===== src/sha1_message_digest_unit_assert.svh =====
// Assertion macros shared by the SHA-1 digest unit modules.
// Expects clk and rst_n in the scope of use.
`ifndef SHA1_MESSAGE_DIGEST_UNIT_ASSERT_SVH
`define SHA1_MESSAGE_DIGEST_UNIT_ASSERT_SVH

// same-cycle implication
`define SHA1MDU_ASSERT_NOW(lbl, ante, cons, msg) \
  lbl: assert property (@(posedge clk) disable iff (!rst_n) (ante) |-> (cons)) \
    else $error(msg);

// next-cycle implication
`define SHA1MDU_ASSERT_NEXT(lbl, ante, cons, msg) \
  lbl: assert property (@(posedge clk) disable iff (!rst_n) (ante) |=> (cons)) \
    else $error(msg);

`endif


===== src/sha1mdu_pkg.sv =====
// Types, constants and round helpers for the SHA-1 digest unit.
// No dependencies.
package sha1mdu_pkg;

  localparam int QDEPTH = 4;

  localparam logic [31:0] H0_INIT = 32'h67452301;
  localparam logic [31:0] H1_INIT = 32'hefcdab89;
  localparam logic [31:0] H2_INIT = 32'h98badcfe;
  localparam logic [31:0] H3_INIT = 32'h10325476;
  localparam logic [31:0] H4_INIT = 32'hc3d2e1f0;

  localparam logic [31:0] K0 = 32'h5a827999;
  localparam logic [31:0] K1 = 32'h6ed9eba1;
  localparam logic [31:0] K2 = 32'h8f1bbcdc;
  localparam logic [31:0] K3 = 32'hca62c1d6;

  localparam logic [7:0] PAD_MARK = 8'h80;
  localparam logic [5:0] LEN_POS = 6'd56;
  localparam logic [6:0] LAST_ROUND = 7'd79;
  localparam logic [2:0] LAST_WORD_IDX = 3'd4;

  typedef struct packed {
    logic [7:0] data_byte;
    logic       has_data;
    logic       last_byte;
  } sha1mdu_in_t;

  typedef struct packed {
    logic [31:0] digest_word;
    logic [2:0]  word_index;
    logic        last_word;
  } sha1mdu_out_t;

  typedef enum logic [1:0] {
    OP_BYTE,
    OP_END,
    OP_BYTE_END
  } sha1mdu_op_t;

  typedef struct packed {
    sha1mdu_op_t op;
    logic [7:0]  data;
  } sha1mdu_cmd_t;

  typedef enum logic [2:0] {
    ST_IDLE,
    ST_PAD,
    ST_ROUND,
    ST_ADD,
    ST_OUT
  } sha1mdu_state_t;

  typedef enum logic [1:0] {
    PH_MARK,
    PH_ZERO,
    PH_LEN
  } sha1mdu_phase_t;

  function automatic logic [31:0] rotl(input logic [31:0] x, input int unsigned n);
    rotl = (x << n) | (x >> (32 - n));
  endfunction

endpackage


===== src/sha1mdu_front.sv =====
// Front end: classifies input items and queues commands for the core.
// Depends on sha1mdu_pkg.
module sha1mdu_front #(
  parameter int DEPTH = sha1mdu_pkg::QDEPTH
) (
  input  logic                      clk,
  input  logic                      rst_n,
  input  logic                      push,
  input  sha1mdu_pkg::sha1mdu_in_t  in_item,
  output logic                      full,
  output logic                      cmd_valid,
  output sha1mdu_pkg::sha1mdu_cmd_t cmd,
  input  logic                      cmd_take
);
  import sha1mdu_pkg::*;

  localparam int PW = (DEPTH > 1) ? $clog2(DEPTH) : 1;
  localparam int CW = $clog2(DEPTH + 1);

  sha1mdu_cmd_t q_r [DEPTH];
  logic [PW-1:0] wr_ptr_r, wr_ptr_nxt, rd_ptr_r, rd_ptr_nxt;
  logic [CW-1:0] cnt_r, cnt_nxt;
  logic          wr_en, rd_en;
  sha1mdu_cmd_t  new_cmd;

  assign full      = (cnt_r == CW'(DEPTH));
  assign cmd_valid = (cnt_r != '0);
  assign cmd       = q_r[rd_ptr_r];
  assign rd_en     = cmd_valid && cmd_take;
  assign wr_en     = push && !full && (in_item.has_data || in_item.last_byte);

  always_comb begin
    new_cmd.data = in_item.data_byte;
    if (in_item.has_data && in_item.last_byte) begin
      new_cmd.op = OP_BYTE_END;
    end else if (in_item.has_data) begin
      new_cmd.op = OP_BYTE;
    end else begin
      new_cmd.op = OP_END;
    end
  end

  always_comb begin
    wr_ptr_nxt = wr_ptr_r;
    rd_ptr_nxt = rd_ptr_r;
    cnt_nxt    = cnt_r;
    if (wr_en) begin
      wr_ptr_nxt = (wr_ptr_r == PW'(DEPTH - 1)) ? '0 : PW'(wr_ptr_r + 1'b1);
    end
    if (rd_en) begin
      rd_ptr_nxt = (rd_ptr_r == PW'(DEPTH - 1)) ? '0 : PW'(rd_ptr_r + 1'b1);
    end
    if (wr_en && !rd_en) begin
      cnt_nxt = CW'(cnt_r + 1'b1);
    end else if (rd_en && !wr_en) begin
      cnt_nxt = CW'(cnt_r - 1'b1);
    end
  end

  always_ff @(posedge clk) begin
    if (!rst_n) begin
      wr_ptr_r <= '0;
      rd_ptr_r <= '0;
      cnt_r    <= '0;
    end else begin
      wr_ptr_r <= wr_ptr_nxt;
      rd_ptr_r <= rd_ptr_nxt;
      cnt_r    <= cnt_nxt;
    end
  end

  always_ff @(posedge clk) begin
    if (wr_en) begin
      q_r[wr_ptr_r] <= new_cmd;
    end
  end

`include "sha1_message_digest_unit_assert.svh"

  `SHA1MDU_ASSERT_NOW(a_cnt_bound, 1'b1, cnt_r <= CW'(DEPTH), "queue count beyond depth")
  `SHA1MDU_ASSERT_NEXT(a_idle_item_dropped, push && !full && !in_item.has_data && !in_item.last_byte && !cmd_take, cnt_r == $past(cnt_r), "empty item entered queue")
  `SHA1MDU_ASSERT_NEXT(a_push_counts, wr_en && !rd_en, cnt_r == CW'($past(cnt_r) + 1'b1), "accepted item not counted")

endmodule


===== src/sha1mdu_core.sv =====
// Back end: block buffer with message schedule, round engine, padding
// and digest output. Depends on sha1mdu_pkg.
module sha1mdu_core (
  input  logic                      clk,
  input  logic                      rst_n,
  input  logic                      cmd_valid,
  input  sha1mdu_pkg::sha1mdu_cmd_t cmd,
  output logic                      cmd_take,
  output logic                      empty,
  input  logic                      pop,
  output sha1mdu_pkg::sha1mdu_out_t out_item
);
  import sha1mdu_pkg::*;

  sha1mdu_state_t state_r, state_nxt;
  sha1mdu_phase_t phase_r, phase_nxt;

  logic [511:0] blk_r, blk_nxt;
  logic [5:0]   fill_r, fill_nxt;
  logic [63:0]  len_r, len_nxt;
  logic [2:0]   len_cnt_r, len_cnt_nxt;
  logic         pad_r, pad_nxt;
  logic         pad_done_r, pad_done_nxt;
  logic [6:0]   rnd_r, rnd_nxt;
  logic [2:0]   idx_r, idx_nxt;
  logic [31:0]  chain_r [5];
  logic [31:0]  chain_nxt [5];
  logic [31:0]  a_r, b_r, c_r, d_r, e_r;
  logic [31:0]  a_nxt, b_nxt, c_nxt, d_nxt, e_nxt;

  logic         push_en, count_bits, len_step, blk_full, last_pop;
  logic [7:0]   push_byte;
  logic [31:0]  w_cur, w_new, f_val, k_val, t_val;

  assign w_cur    = blk_r[511:480];
  assign w_new    = rotl(blk_r[95:64] ^ blk_r[255:224] ^ blk_r[447:416] ^ blk_r[511:480], 1);
  assign blk_full = push_en && (fill_r == 6'd63);
  assign last_pop = (state_r == ST_OUT) && pop && (idx_r == LAST_WORD_IDX);

  always_comb begin
    if (rnd_r inside {[7'd0:7'd19]}) begin
      f_val = (b_r & c_r) | (~b_r & d_r);
      k_val = K0;
    end else if (rnd_r inside {[7'd20:7'd39]}) begin
      f_val = b_r ^ c_r ^ d_r;
      k_val = K1;
    end else if (rnd_r inside {[7'd40:7'd59]}) begin
      f_val = (b_r & c_r) | (b_r & d_r) | (c_r & d_r);
      k_val = K2;
    end else begin
      f_val = b_r ^ c_r ^ d_r;
      k_val = K3;
    end
  end

  assign t_val = rotl(a_r, 5) + f_val + e_r + k_val + w_cur;

  // next state
  always_comb begin
    state_nxt = state_r;
    case (state_r)
      ST_IDLE: begin
        if (cmd_valid) begin
          if (blk_full) begin
            state_nxt = ST_ROUND;
          end else if (cmd.op != OP_BYTE) begin
            state_nxt = ST_PAD;
          end
        end
      end
      ST_PAD: begin
        if (blk_full) begin
          state_nxt = ST_ROUND;
        end
      end
      ST_ROUND: begin
        if (rnd_r == LAST_ROUND) begin
          state_nxt = ST_ADD;
        end
      end
      ST_ADD: begin
        if (pad_done_r) begin
          state_nxt = ST_OUT;
        end else if (pad_r) begin
          state_nxt = ST_PAD;
        end else begin
          state_nxt = ST_IDLE;
        end
      end
      ST_OUT: begin
        if (last_pop) begin
          state_nxt = ST_IDLE;
        end
      end
      default: state_nxt = ST_IDLE;
    endcase
  end

  // byte source and handshakes
  always_comb begin
    push_en    = 1'b0;
    push_byte  = cmd.data;
    cmd_take   = 1'b0;
    count_bits = 1'b0;
    len_step   = 1'b0;
    case (state_r)
      ST_IDLE: begin
        if (cmd_valid) begin
          cmd_take = 1'b1;
          if (cmd.op != OP_END) begin
            push_en    = 1'b1;
            count_bits = 1'b1;
          end
        end
      end
      ST_PAD: begin
        push_en = 1'b1;
        if (phase_r == PH_MARK) begin
          push_byte = PAD_MARK;
        end else if (phase_r == PH_ZERO && fill_r != LEN_POS) begin
          push_byte = 8'h00;
        end else begin
          push_byte = len_r[63:56];
          len_step  = 1'b1;
        end
      end
      default: begin
        push_en = 1'b0;
      end
    endcase
  end

  always_comb begin
    empty                = (state_r != ST_OUT);
    out_item.word_index  = idx_r;
    out_item.last_word   = (idx_r == LAST_WORD_IDX);
    case (idx_r)
      3'd0:    out_item.digest_word = chain_r[0];
      3'd1:    out_item.digest_word = chain_r[1];
      3'd2:    out_item.digest_word = chain_r[2];
      3'd3:    out_item.digest_word = chain_r[3];
      default: out_item.digest_word = chain_r[4];
    endcase
  end

  // datapath next values
  always_comb begin
    blk_nxt      = blk_r;
    fill_nxt     = fill_r;
    len_nxt      = len_r;
    len_cnt_nxt  = len_cnt_r;
    pad_nxt      = pad_r;
    pad_done_nxt = pad_done_r;
    phase_nxt    = phase_r;
    rnd_nxt      = rnd_r;
    idx_nxt      = idx_r;
    chain_nxt    = chain_r;
    a_nxt = a_r; b_nxt = b_r; c_nxt = c_r; d_nxt = d_r; e_nxt = e_r;

    if (push_en) begin
      blk_nxt  = {blk_r[503:0], push_byte};
      fill_nxt = 6'(fill_r + 6'd1);
    end else if (state_r == ST_ROUND) begin
      blk_nxt = {blk_r[479:0], w_new};
    end

    if (count_bits) begin
      len_nxt = 64'(len_r + 64'd8);
    end else if (len_step) begin
      len_nxt = {len_r[55:0], 8'h00};
    end

    if (state_r == ST_IDLE && cmd_valid && cmd.op != OP_BYTE) begin
      pad_nxt   = 1'b1;
      phase_nxt = PH_MARK;
    end else if (state_r == ST_PAD) begin
      if (phase_r == PH_MARK) begin
        phase_nxt = PH_ZERO;
      end else if (len_step) begin
        phase_nxt = PH_LEN;
      end
    end

    if (len_step) begin
      len_cnt_nxt = 3'(len_cnt_r + 3'd1);
      if (len_cnt_r == 3'd7) begin
        pad_done_nxt = 1'b1;
      end
    end

    if (blk_full) begin
      a_nxt   = chain_r[0];
      b_nxt   = chain_r[1];
      c_nxt   = chain_r[2];
      d_nxt   = chain_r[3];
      e_nxt   = chain_r[4];
      rnd_nxt = '0;
    end else if (state_r == ST_ROUND) begin
      a_nxt   = t_val;
      b_nxt   = a_r;
      c_nxt   = rotl(b_r, 30);
      d_nxt   = c_r;
      e_nxt   = d_r;
      rnd_nxt = 7'(rnd_r + 7'd1);
    end

    if (state_r == ST_ADD) begin
      chain_nxt[0] = chain_r[0] + a_r;
      chain_nxt[1] = chain_r[1] + b_r;
      chain_nxt[2] = chain_r[2] + c_r;
      chain_nxt[3] = chain_r[3] + d_r;
      chain_nxt[4] = chain_r[4] + e_r;
    end

    if (state_r == ST_OUT && pop) begin
      idx_nxt = 3'(idx_r + 3'd1);
    end
    if (last_pop) begin
      idx_nxt      = '0;
      pad_nxt      = 1'b0;
      pad_done_nxt = 1'b0;
      chain_nxt[0] = H0_INIT;
      chain_nxt[1] = H1_INIT;
      chain_nxt[2] = H2_INIT;
      chain_nxt[3] = H3_INIT;
      chain_nxt[4] = H4_INIT;
    end
  end

  always_ff @(posedge clk) begin
    if (!rst_n) begin
      state_r    <= ST_IDLE;
      phase_r    <= PH_MARK;
      fill_r     <= '0;
      len_r      <= '0;
      len_cnt_r  <= '0;
      pad_r      <= 1'b0;
      pad_done_r <= 1'b0;
      rnd_r      <= '0;
      idx_r      <= '0;
      chain_r[0] <= H0_INIT;
      chain_r[1] <= H1_INIT;
      chain_r[2] <= H2_INIT;
      chain_r[3] <= H3_INIT;
      chain_r[4] <= H4_INIT;
    end else begin
      state_r    <= state_nxt;
      phase_r    <= phase_nxt;
      fill_r     <= fill_nxt;
      len_r      <= len_nxt;
      len_cnt_r  <= len_cnt_nxt;
      pad_r      <= pad_nxt;
      pad_done_r <= pad_done_nxt;
      rnd_r      <= rnd_nxt;
      idx_r      <= idx_nxt;
      chain_r    <= chain_nxt;
    end
  end

  always_ff @(posedge clk) begin
    blk_r <= blk_nxt;
    a_r   <= a_nxt;
    b_r   <= b_nxt;
    c_r   <= c_nxt;
    d_r   <= d_nxt;
    e_r   <= e_nxt;
  end

`include "sha1_message_digest_unit_assert.svh"

  `SHA1MDU_ASSERT_NOW(a_round_bound, state_r == ST_ROUND, rnd_r <= LAST_ROUND, "round count past last round")
  `SHA1MDU_ASSERT_NOW(a_out_clean, state_r == ST_OUT, fill_r == 6'd0 && len_r == 64'd0 && idx_r <= LAST_WORD_IDX, "digest shown with stale block state")
  `SHA1MDU_ASSERT_NOW(a_no_take_busy, cmd_take, state_r == ST_IDLE, "command taken while core busy")
  `SHA1MDU_ASSERT_NEXT(a_chain_restart, last_pop, chain_r[0] == H0_INIT && chain_r[4] == H4_INIT && state_r == ST_IDLE, "chain not restarted after digest")

endmodule


===== src/sha1_message_digest_unit.sv =====
// Channel   | ports                        | accepted when
// ----------+------------------------------+------------------------
// input     | push, full, in_item          | push && !full
// result    | empty, pop, out_item         | pop && !empty
//
// The core takes a byte item when idle; every 64th byte adds a compression (80 rounds, chain add).
// An end item adds padding, one byte per cycle while not compressing, and one or two compressions before output.
// The five digest words then wait for pop; new items keep queueing meanwhile.
// The command queue holds QUEUE_DEPTH items; full rises only when it is full.
// Reset is synchronous, active low, and restores the initial chaining value.
// Top level of the SHA-1 digest unit. Depends on sha1mdu_pkg, sha1mdu_front, sha1mdu_core.
module sha1_message_digest_unit #(
  parameter int QUEUE_DEPTH = sha1mdu_pkg::QDEPTH
) (
  input  logic                     clk,
  input  logic                     rst_n,
  input  logic                     push,
  input  sha1mdu_pkg::sha1mdu_in_t in_item,
  output logic                     full,
  output logic                     empty,
  input  logic                     pop,
  output sha1mdu_pkg::sha1mdu_out_t out_item
);
  import sha1mdu_pkg::*;

  logic         cmd_valid;
  logic         cmd_take;
  sha1mdu_cmd_t cmd;

  sha1mdu_front #(
    .DEPTH(QUEUE_DEPTH)
  ) u_front (
    .clk      (clk),
    .rst_n    (rst_n),
    .push     (push),
    .in_item  (in_item),
    .full     (full),
    .cmd_valid(cmd_valid),
    .cmd      (cmd),
    .cmd_take (cmd_take)
  );

  sha1mdu_core u_core (
    .clk      (clk),
    .rst_n    (rst_n),
    .cmd_valid(cmd_valid),
    .cmd      (cmd),
    .cmd_take (cmd_take),
    .empty    (empty),
    .pop      (pop),
    .out_item (out_item)
  );

endmodule

===== config.mk =====
export PLATFORM = sky130hd
export DESIGN_NAME = sha1_message_digest_unit
export DESIGN_NICKNAME = d
export VERILOG_FILES = /design/src/sha1mdu_pkg.sv /design/src/sha1mdu_front.sv /design/src/sha1mdu_core.sv /design/src/sha1_message_digest_unit.sv
export VERILOG_INCLUDE_DIRS = /design/src /design/src/src
export SDC_FILE = /design/constraint.sdc
export NUM_CORES = 2
export LEC_CHECK = 0
export ABC_AREA = 1
export ABC_CLOCK_PERIOD_IN_PS = 27800
export BUFFER_PORTS_ARGS = -buffer_cell sky130_fd_sc_hd__buf_2
export CORE_MARGIN = 1.5
export CORE_UTILIZATION = 60
export CTS_CLUSTER_DIAMETER = 80
export CTS_CLUSTER_SIZE = 40
export DETAILED_ROUTE_END_ITERATION = 8
export PLACE_DENSITY_LB_ADDON = 0.08
export SLEW_MARGIN = 20
export SYNTH_ARGS = -nofsm -noshare
export SYNTH_HDL_FRONTEND = slang
export SYNTH_SLANG_ARGS = --single-unit

===== constraint.sdc =====
create_clock -name clk -period 27.8 [get_ports clk]
set_input_delay 4.17 -clock clk [delete_from_list [all_inputs] [get_ports clk]]
set_output_delay 4.17 -clock clk [all_outputs]
set_load 0.01 [all_outputs]

* After elaboration in Yosys (flattened, before gate mapping)
Memories as Yosys holds them, arrays and structs flattened. A register that Yosys moved wholly into a read port is not among the register bits.
Index checks and enable logic that the tools add are counted.
** Cells by class
- Add/subtract/negate cells :: 18
- Multiply operators :: 0
- Div/mod/pow operators :: 0
- Magnitude comparators :: 6
- Equal/unequal tests :: 23
- Shifts and indexed selects :: 0
- Multiplexer cells :: 54
- Bitwise gates (word level) :: 17
- Reduce and logical (&&, ||, !) cells :: 35
** Operators by type and width (number)
- 512-bit 2-to-1 mux :: 2
- 32-bit 2-to-1 mux :: 15
- 32-bit adder :: 9
- 32-bit bitwise XOR :: 5
- 32-bit bitwise AND :: 4
- 64-bit 2-to-1 mux :: 2
- 32-bit case mux with 4 select lines :: 1
- 32-bit bitwise OR :: 3
- 64-bit by 4-bit adder with 64-bit output, second input constant :: 1
- 32-bit inverter :: 1
- 32-bit by 1-bit bitwise OR with 32-bit output :: 1
- 32-bit by 30-bit bitwise OR with 32-bit output :: 1
- 32-bit by 5-bit bitwise OR with 32-bit output :: 1
- 31-bit 2-to-1 mux :: 1
- 3-bit 2-to-1 mux :: 9
- 8-bit 2-to-1 mux :: 3
- 1-bit logical AND :: 15
- 3-bit case mux with 5 select lines :: 1
- 7-bit by 6-bit less-or-equal comparator with 1-bit output, second input constant :: 2
- 2-bit 2-to-1 mux :: 7
- 3-bit by 2-bit equality test with 1-bit output, second input constant :: 4
- 3-bit equality test, second input constant :: 4
- 1-bit 2-to-1 mux :: 12
- 2-bit nonzero test :: 6
- other kinds (28) :: 43
** Word-level totals
- Register bits after elaboration :: 929
- Latch bits :: 0
- Memory bits (writable) :: 40
- Memory bits (read-only) :: 0
- Input port bits :: 14
- Output and inout bits :: 38
- Word-level logic and storage cells :: 177
- Memories kept :: 1
** Memory list
- u_front.q_r :: depth 4, bits a word 10, rd ports 1, clocked after memory_dff 1, write ports 1, RTL line sha1mdu_front.sv:20 : sha1mdu_cmd_t q_r [DEPTH];

* Depth between registers and ports, before layout
- Depth after elaboration :: 12
- Depth in mapped cells :: 31
- Mapped depth without buffers :: 29

* Modules after synthesis
From an unflattened synthesis, not the netlist that was laid out.
** Unflattened totals
- Cells, all modules :: 7450
- Area, all modules :: 59049.1 µm²
** Modules (own cells, without submodules)
- sha1mdu_core :: times used 1, cells an instance 7275, area an instance 57029.7 µm²
- sha1mdu_front :: times used 1, cells an instance 175, area an instance 2019.4 µm²

* Least setup slack after synthesis
OpenSTA, ideal clock, no wires.
- Path type :: reg-to-reg
- Start point :: register with a tool-made name
- End point :: register u_core.blk_r[0], enable pin
- Data arrival time :: 9640 ps
- Data required time :: 24153 ps
- Setup slack :: 14513 ps
- Cell stages (with the launch flop) :: 11
- Path buffers :: 3
- Period minus slack after synthesis :: 13287 ps
- Path through :: dfxtp_1 buf_4 o21ai_2 a21oi_2 nand3_2 nand2_4 nand2_4 inv_4 buf_4 buf_4 nand2_1
** RTL lines
- end signal: assignment :: RTL line sha1mdu_core.sv:261 : blk_r <= blk_nxt;
- end: declaration :: RTL line sha1mdu_core.sv:18 : logic [511:0] blk_r, blk_nxt;

==> results list <==
- Leakage component of the power: 27.0 nW
- Largest buffer count on any clock path: 3
- Combinational share of power: 0.402
- In this run, post-CTS repair resized a total of 0 instances.
- Power per standard cell area: 99.4 nW/um^2
* Number of flops mapped to enable cells by yosys: 712
* Number of global-route vias before repair: 46,254
- The share of total power dissipated in sequential elements is 0.448.
- The HPWL after detailed placement is 142 mm.
- After routing, the total negative slack on setup checks comes to 0 ns.
* Transition time of the tightest slew-check pin: 1.12 ns
- After layout, the minimum clock period comes to 7.64 ns.
- Max-slew headroom at the worst pin: 0.247
- DRC violation count after routing: 0
- Number of distinct library cells after synthesis: 52
- Worst EP required: 23.63 ns
- Across all hold checks on the routed design, the worst slack comes to 0.471 ns.
- First-pass GRT wire length: 281 mm
- The run finished with clean final reports.
* Cell with the biggest individual delay on the critical path: sky130_fd_sc_hd__nand2_2
* Most common cell type on the critical path: sky130_fd_sc_hd__o21ai_0
* Crit path cell chain: inv_1 -> buf_4 -> nand2_2 -> o22ai_1 -> o21ai_0 -> o21ai_0 -> buf_2
* Setup skew after layout: 0.0399 ns
- Setup repair after global routing left no endpoint under its margin.
* Buffer and inverter count on the worst path: 3
- The synthesized design spends more area on one cell type than any other, namely sky130_fd_sc_hd__edfxtp_1.
- Maxcap violations: 0
- Kind of end point of the critical path: output pin
- The H-tree generated during clock tree synthesis spans 2 levels.
* Global-route usage over all layers: 0.370
* Max-slew violation count: 0
- During I/O placement, the number of pins put on the boundary was 52.
- Initial core utilization: 0.609
- Crit path DAT: 3.47 ns
- CP max stage delay: 0.60 ns
- Switch share: 0.427
* Total instance count after detailed placement: 8,508
- Number of placement rows: 114
- Largest net degree at the start of global routing: 210
* Post-CTS Hold Fix Bufs: 0
- Of the post-synthesis cell area, the dominant cell type holds 0.362.
- Top post-synthesis cells by area: sky130_fd_sc_hd__edfxtp_1 (36%), sky130_fd_sc_hd__nand2_1 (16%), sky130_fd_sc_hd__dfxtp_1 (8.7%), sky130_fd_sc_hd__inv_1 (5.3%), sky130_fd_sc_hd__ha_1 (4.6%)
* Post-CTS Repair Setup Buffers: 0
* Total standard cell area after synthesis: 59,100 sq um
* Syn Inst Count: 7,409
- Type of element launching the critical path: flip-flop
- In the routed layout, each cell is associated on average with a via count of 5.98.
- Dividing the detail-routed wire length by the instance count gives 22.0 microns.
- Of all nets on the critical path, the largest fanout is 62.
* Clk pin slew, worst setup/hold paths: 0.14 ns
- The kind of cell with the highest combined delay along the critical path is buffers and inverters.
- Clock root cell: sky130_fd_sc_hd__clkbuf_16
* Antenna violations before repair: 2
* Clock latency at the later pin of the worst-skew pair: 0.70 ns
- Summed over all nets, the switching power comes to 2.62 mW.
* Peak VDD IR: 0.180 mV
- Max Freq: 0.131 GHz
* Pre-antenna DRT Iters: 7
- Die Span Y: 317 microns
- The finished layout holds 8,594 standard cells, fillers aside.
* Most common flop cell mapped by yosys: sky130_fd_sc_hd__edfxtp_1
- The critical path is of the reg -> out type.
* Number of setup violations in the final report: 0
* Area growth syn-to-layout: 4.50%
- The congestion estimate from routability-driven global placement came to 1.10.
- Internal power component: 3.52 mW
- Final routed wirelength across all metal layers: 189 mm
- TritonCTS built the clock tree.
* Nets: 7,632
* Aggregate global routing overflow: 0
- Crit share post-route: 0.275
* Width of the die: 317 microns
* Antenna diode instance count: 0
- Averaged over all synthesized cells, the footprint is 7.98 sq um.
* Number of synthesized register bits: 968
- Placeable core region: 97,100 sq um
* Number of vias after detailed routing: 51,371
- In this run the worst hold path is classified as reg -> reg.
- The first routing iteration left 7,076 violations.
- For this run, the register share of the synthesized area comes to 0.448.
- Clock net sink count: 968
- Counting the buffers created by CTS gives 46.
* Post-detailed-route count of antenna-violating nets: 0
- Full die area: 100,000 sq um
- Fraction of final layout cells with drive strength greater than 1: 0.0314
- Of the total power, the clock network draws 0.150.
- Async set-or-reset flop fraction in the synthesized netlist: 0
* Total nets after synthesis: 7,761
* Yosys warnings: 0
- The hold violation count in the final report came to 0.
- Port buffer count: 51
==> final cells by class <==
| cell class | count | area (sq um) |
|---|---|---|
| Multi-Input combinational cell | 5340 | 28200 |
| Tap cell | 1276 | 1600 |
| Fill cell | 8593 | 35400 |
| Clock inverter | 34 | 520 |
| Inverter | 837 | 3170 |
| Timing Repair Buffer | 87 | 554 |
| Clock buffer | 52 | 1260 |
| Sequential cell | 968 | 26500 |
==> worst min-delay path: cells and delay by family (launching register included) <==
| family | cells | cell delay [ns] |
|---|---|---|
| AOI/OAI and AO/OA | 1 | 0.05 |
| buffers and inverters | 1 | 0.05 |
| DFF | 1 | 0.34 |
==> registers in the layout (all words and copies together) (netlist names), 6 cells and up, named ones only <==
| signal | flops |
|---|---|
| u_core.blk_r | 512 |
| u_core.chain_r | 160 |
| u_core.len_r | 61 |
| u_front.q_r | 40 |
| u_core.a_r | 32 |
| u_core.b_r | 32 |
| u_core.c_r | 32 |
| u_core.d_r | 32 |
| u_core.e_r | 32 |
| u_core.rnd_r | 7 |
| u_core.fill_r | 6 |
==> power by group through the flow <==
stage	sequential (mW)	combinational (mW)	clock (mW)
after floorplan	2.97	1.87	0
after global placement	2.77	2.38	0
after detailed placement	2.77	2.43	0
after CTS	2.75	2.45	0.932
after global routing	2.80	2.77	0.976
final	2.75	2.47	0.921
==> synth_stat cells (82+ instances only) <==
master,number
sky130_fd_sc_hd__inv_1,827
sky130_fd_sc_hd__xnor2_1,111
sky130_fd_sc_hd__o22ai_1,83
sky130_fd_sc_hd__a21oi_1,478
sky130_fd_sc_hd__nand3_1,296
sky130_fd_sc_hd__clkbuf_1,87
sky130_fd_sc_hd__buf_2,116
sky130_fd_sc_hd__nand4_1,82
sky130_fd_sc_hd__edfxtp_1,712
sky130_fd_sc_hd__o21ai_1,153
sky130_fd_sc_hd__dfxtp_1,256
sky130_fd_sc_hd__nor2_1,437
sky130_fd_sc_hd__ha_1,218
sky130_fd_sc_hd__nand2_1,2480
sky130_fd_sc_hd__fa_1,120
sky130_fd_sc_hd__o21ai_0,459
==> logic make-up after synthesis <==
| family | Yosys count | share of synthesized area |
|---|---|---|
| fa+ha+maj | 338 | 0.0868 |
| flops | 968 | 0.448 |
| buf+inv | 1101 | 0.0760 |
| xor+xnor | 178 | 0.0264 |
| simple gates | 3442 | 0.234 |
| compound gates | 1377 | 0.127 |
| mux | 5 | 0.000847 |
==> cell usage in the layout, fill, tap and decap left out, drive strengths merged, types with 120 or more instances in the layout <==
master and n:
nand3 297, ha 218, inv 857, o21ai 613, a21oi 479, dfxtp 256
edfxtp 712, nand2 2485, nor2 443, fa 120
==> routing by layer <==
metal	routed length, microns	GRT usage	vias up
li1	-	-	24246
met1	80100	0.527	24314
met2	80700	0.543	2416
met3	17800	0.0683	395
met4	10900	0.186	0
met5	0	0	-
==> stage by stage <==
stage,total power [mW],cell area [sq um],worst slack [ns],utilization
2_1_floorplan,4.84,59100,14.51,-
3_3_place_gp,5.14,60000,20.32,0.618
3_5_place_dp,5.21,60000,20.31,0.618
4_1_cts,6.13,61800,20.02,0.636
5_1_grt,6.55,61800,19.71,0.636
6_report,6.14,61800,20.16,0.636
==> final timing paths <==
check	from	endpoint	slack (ns)	cells after the start
worst max register to register	flip-flop	u_core.blk_r[332]	20.43	12
worst min register to register	u_core.pad_r	u_core.pad_r	0.47	2
worst min-delay path	u_core.pad_r	u_core.pad_r	0.47	2
worst max-delay path	u_core.idx_r[2]	out_item[24]	20.16	7
Power figures use the tool's default switching activity.
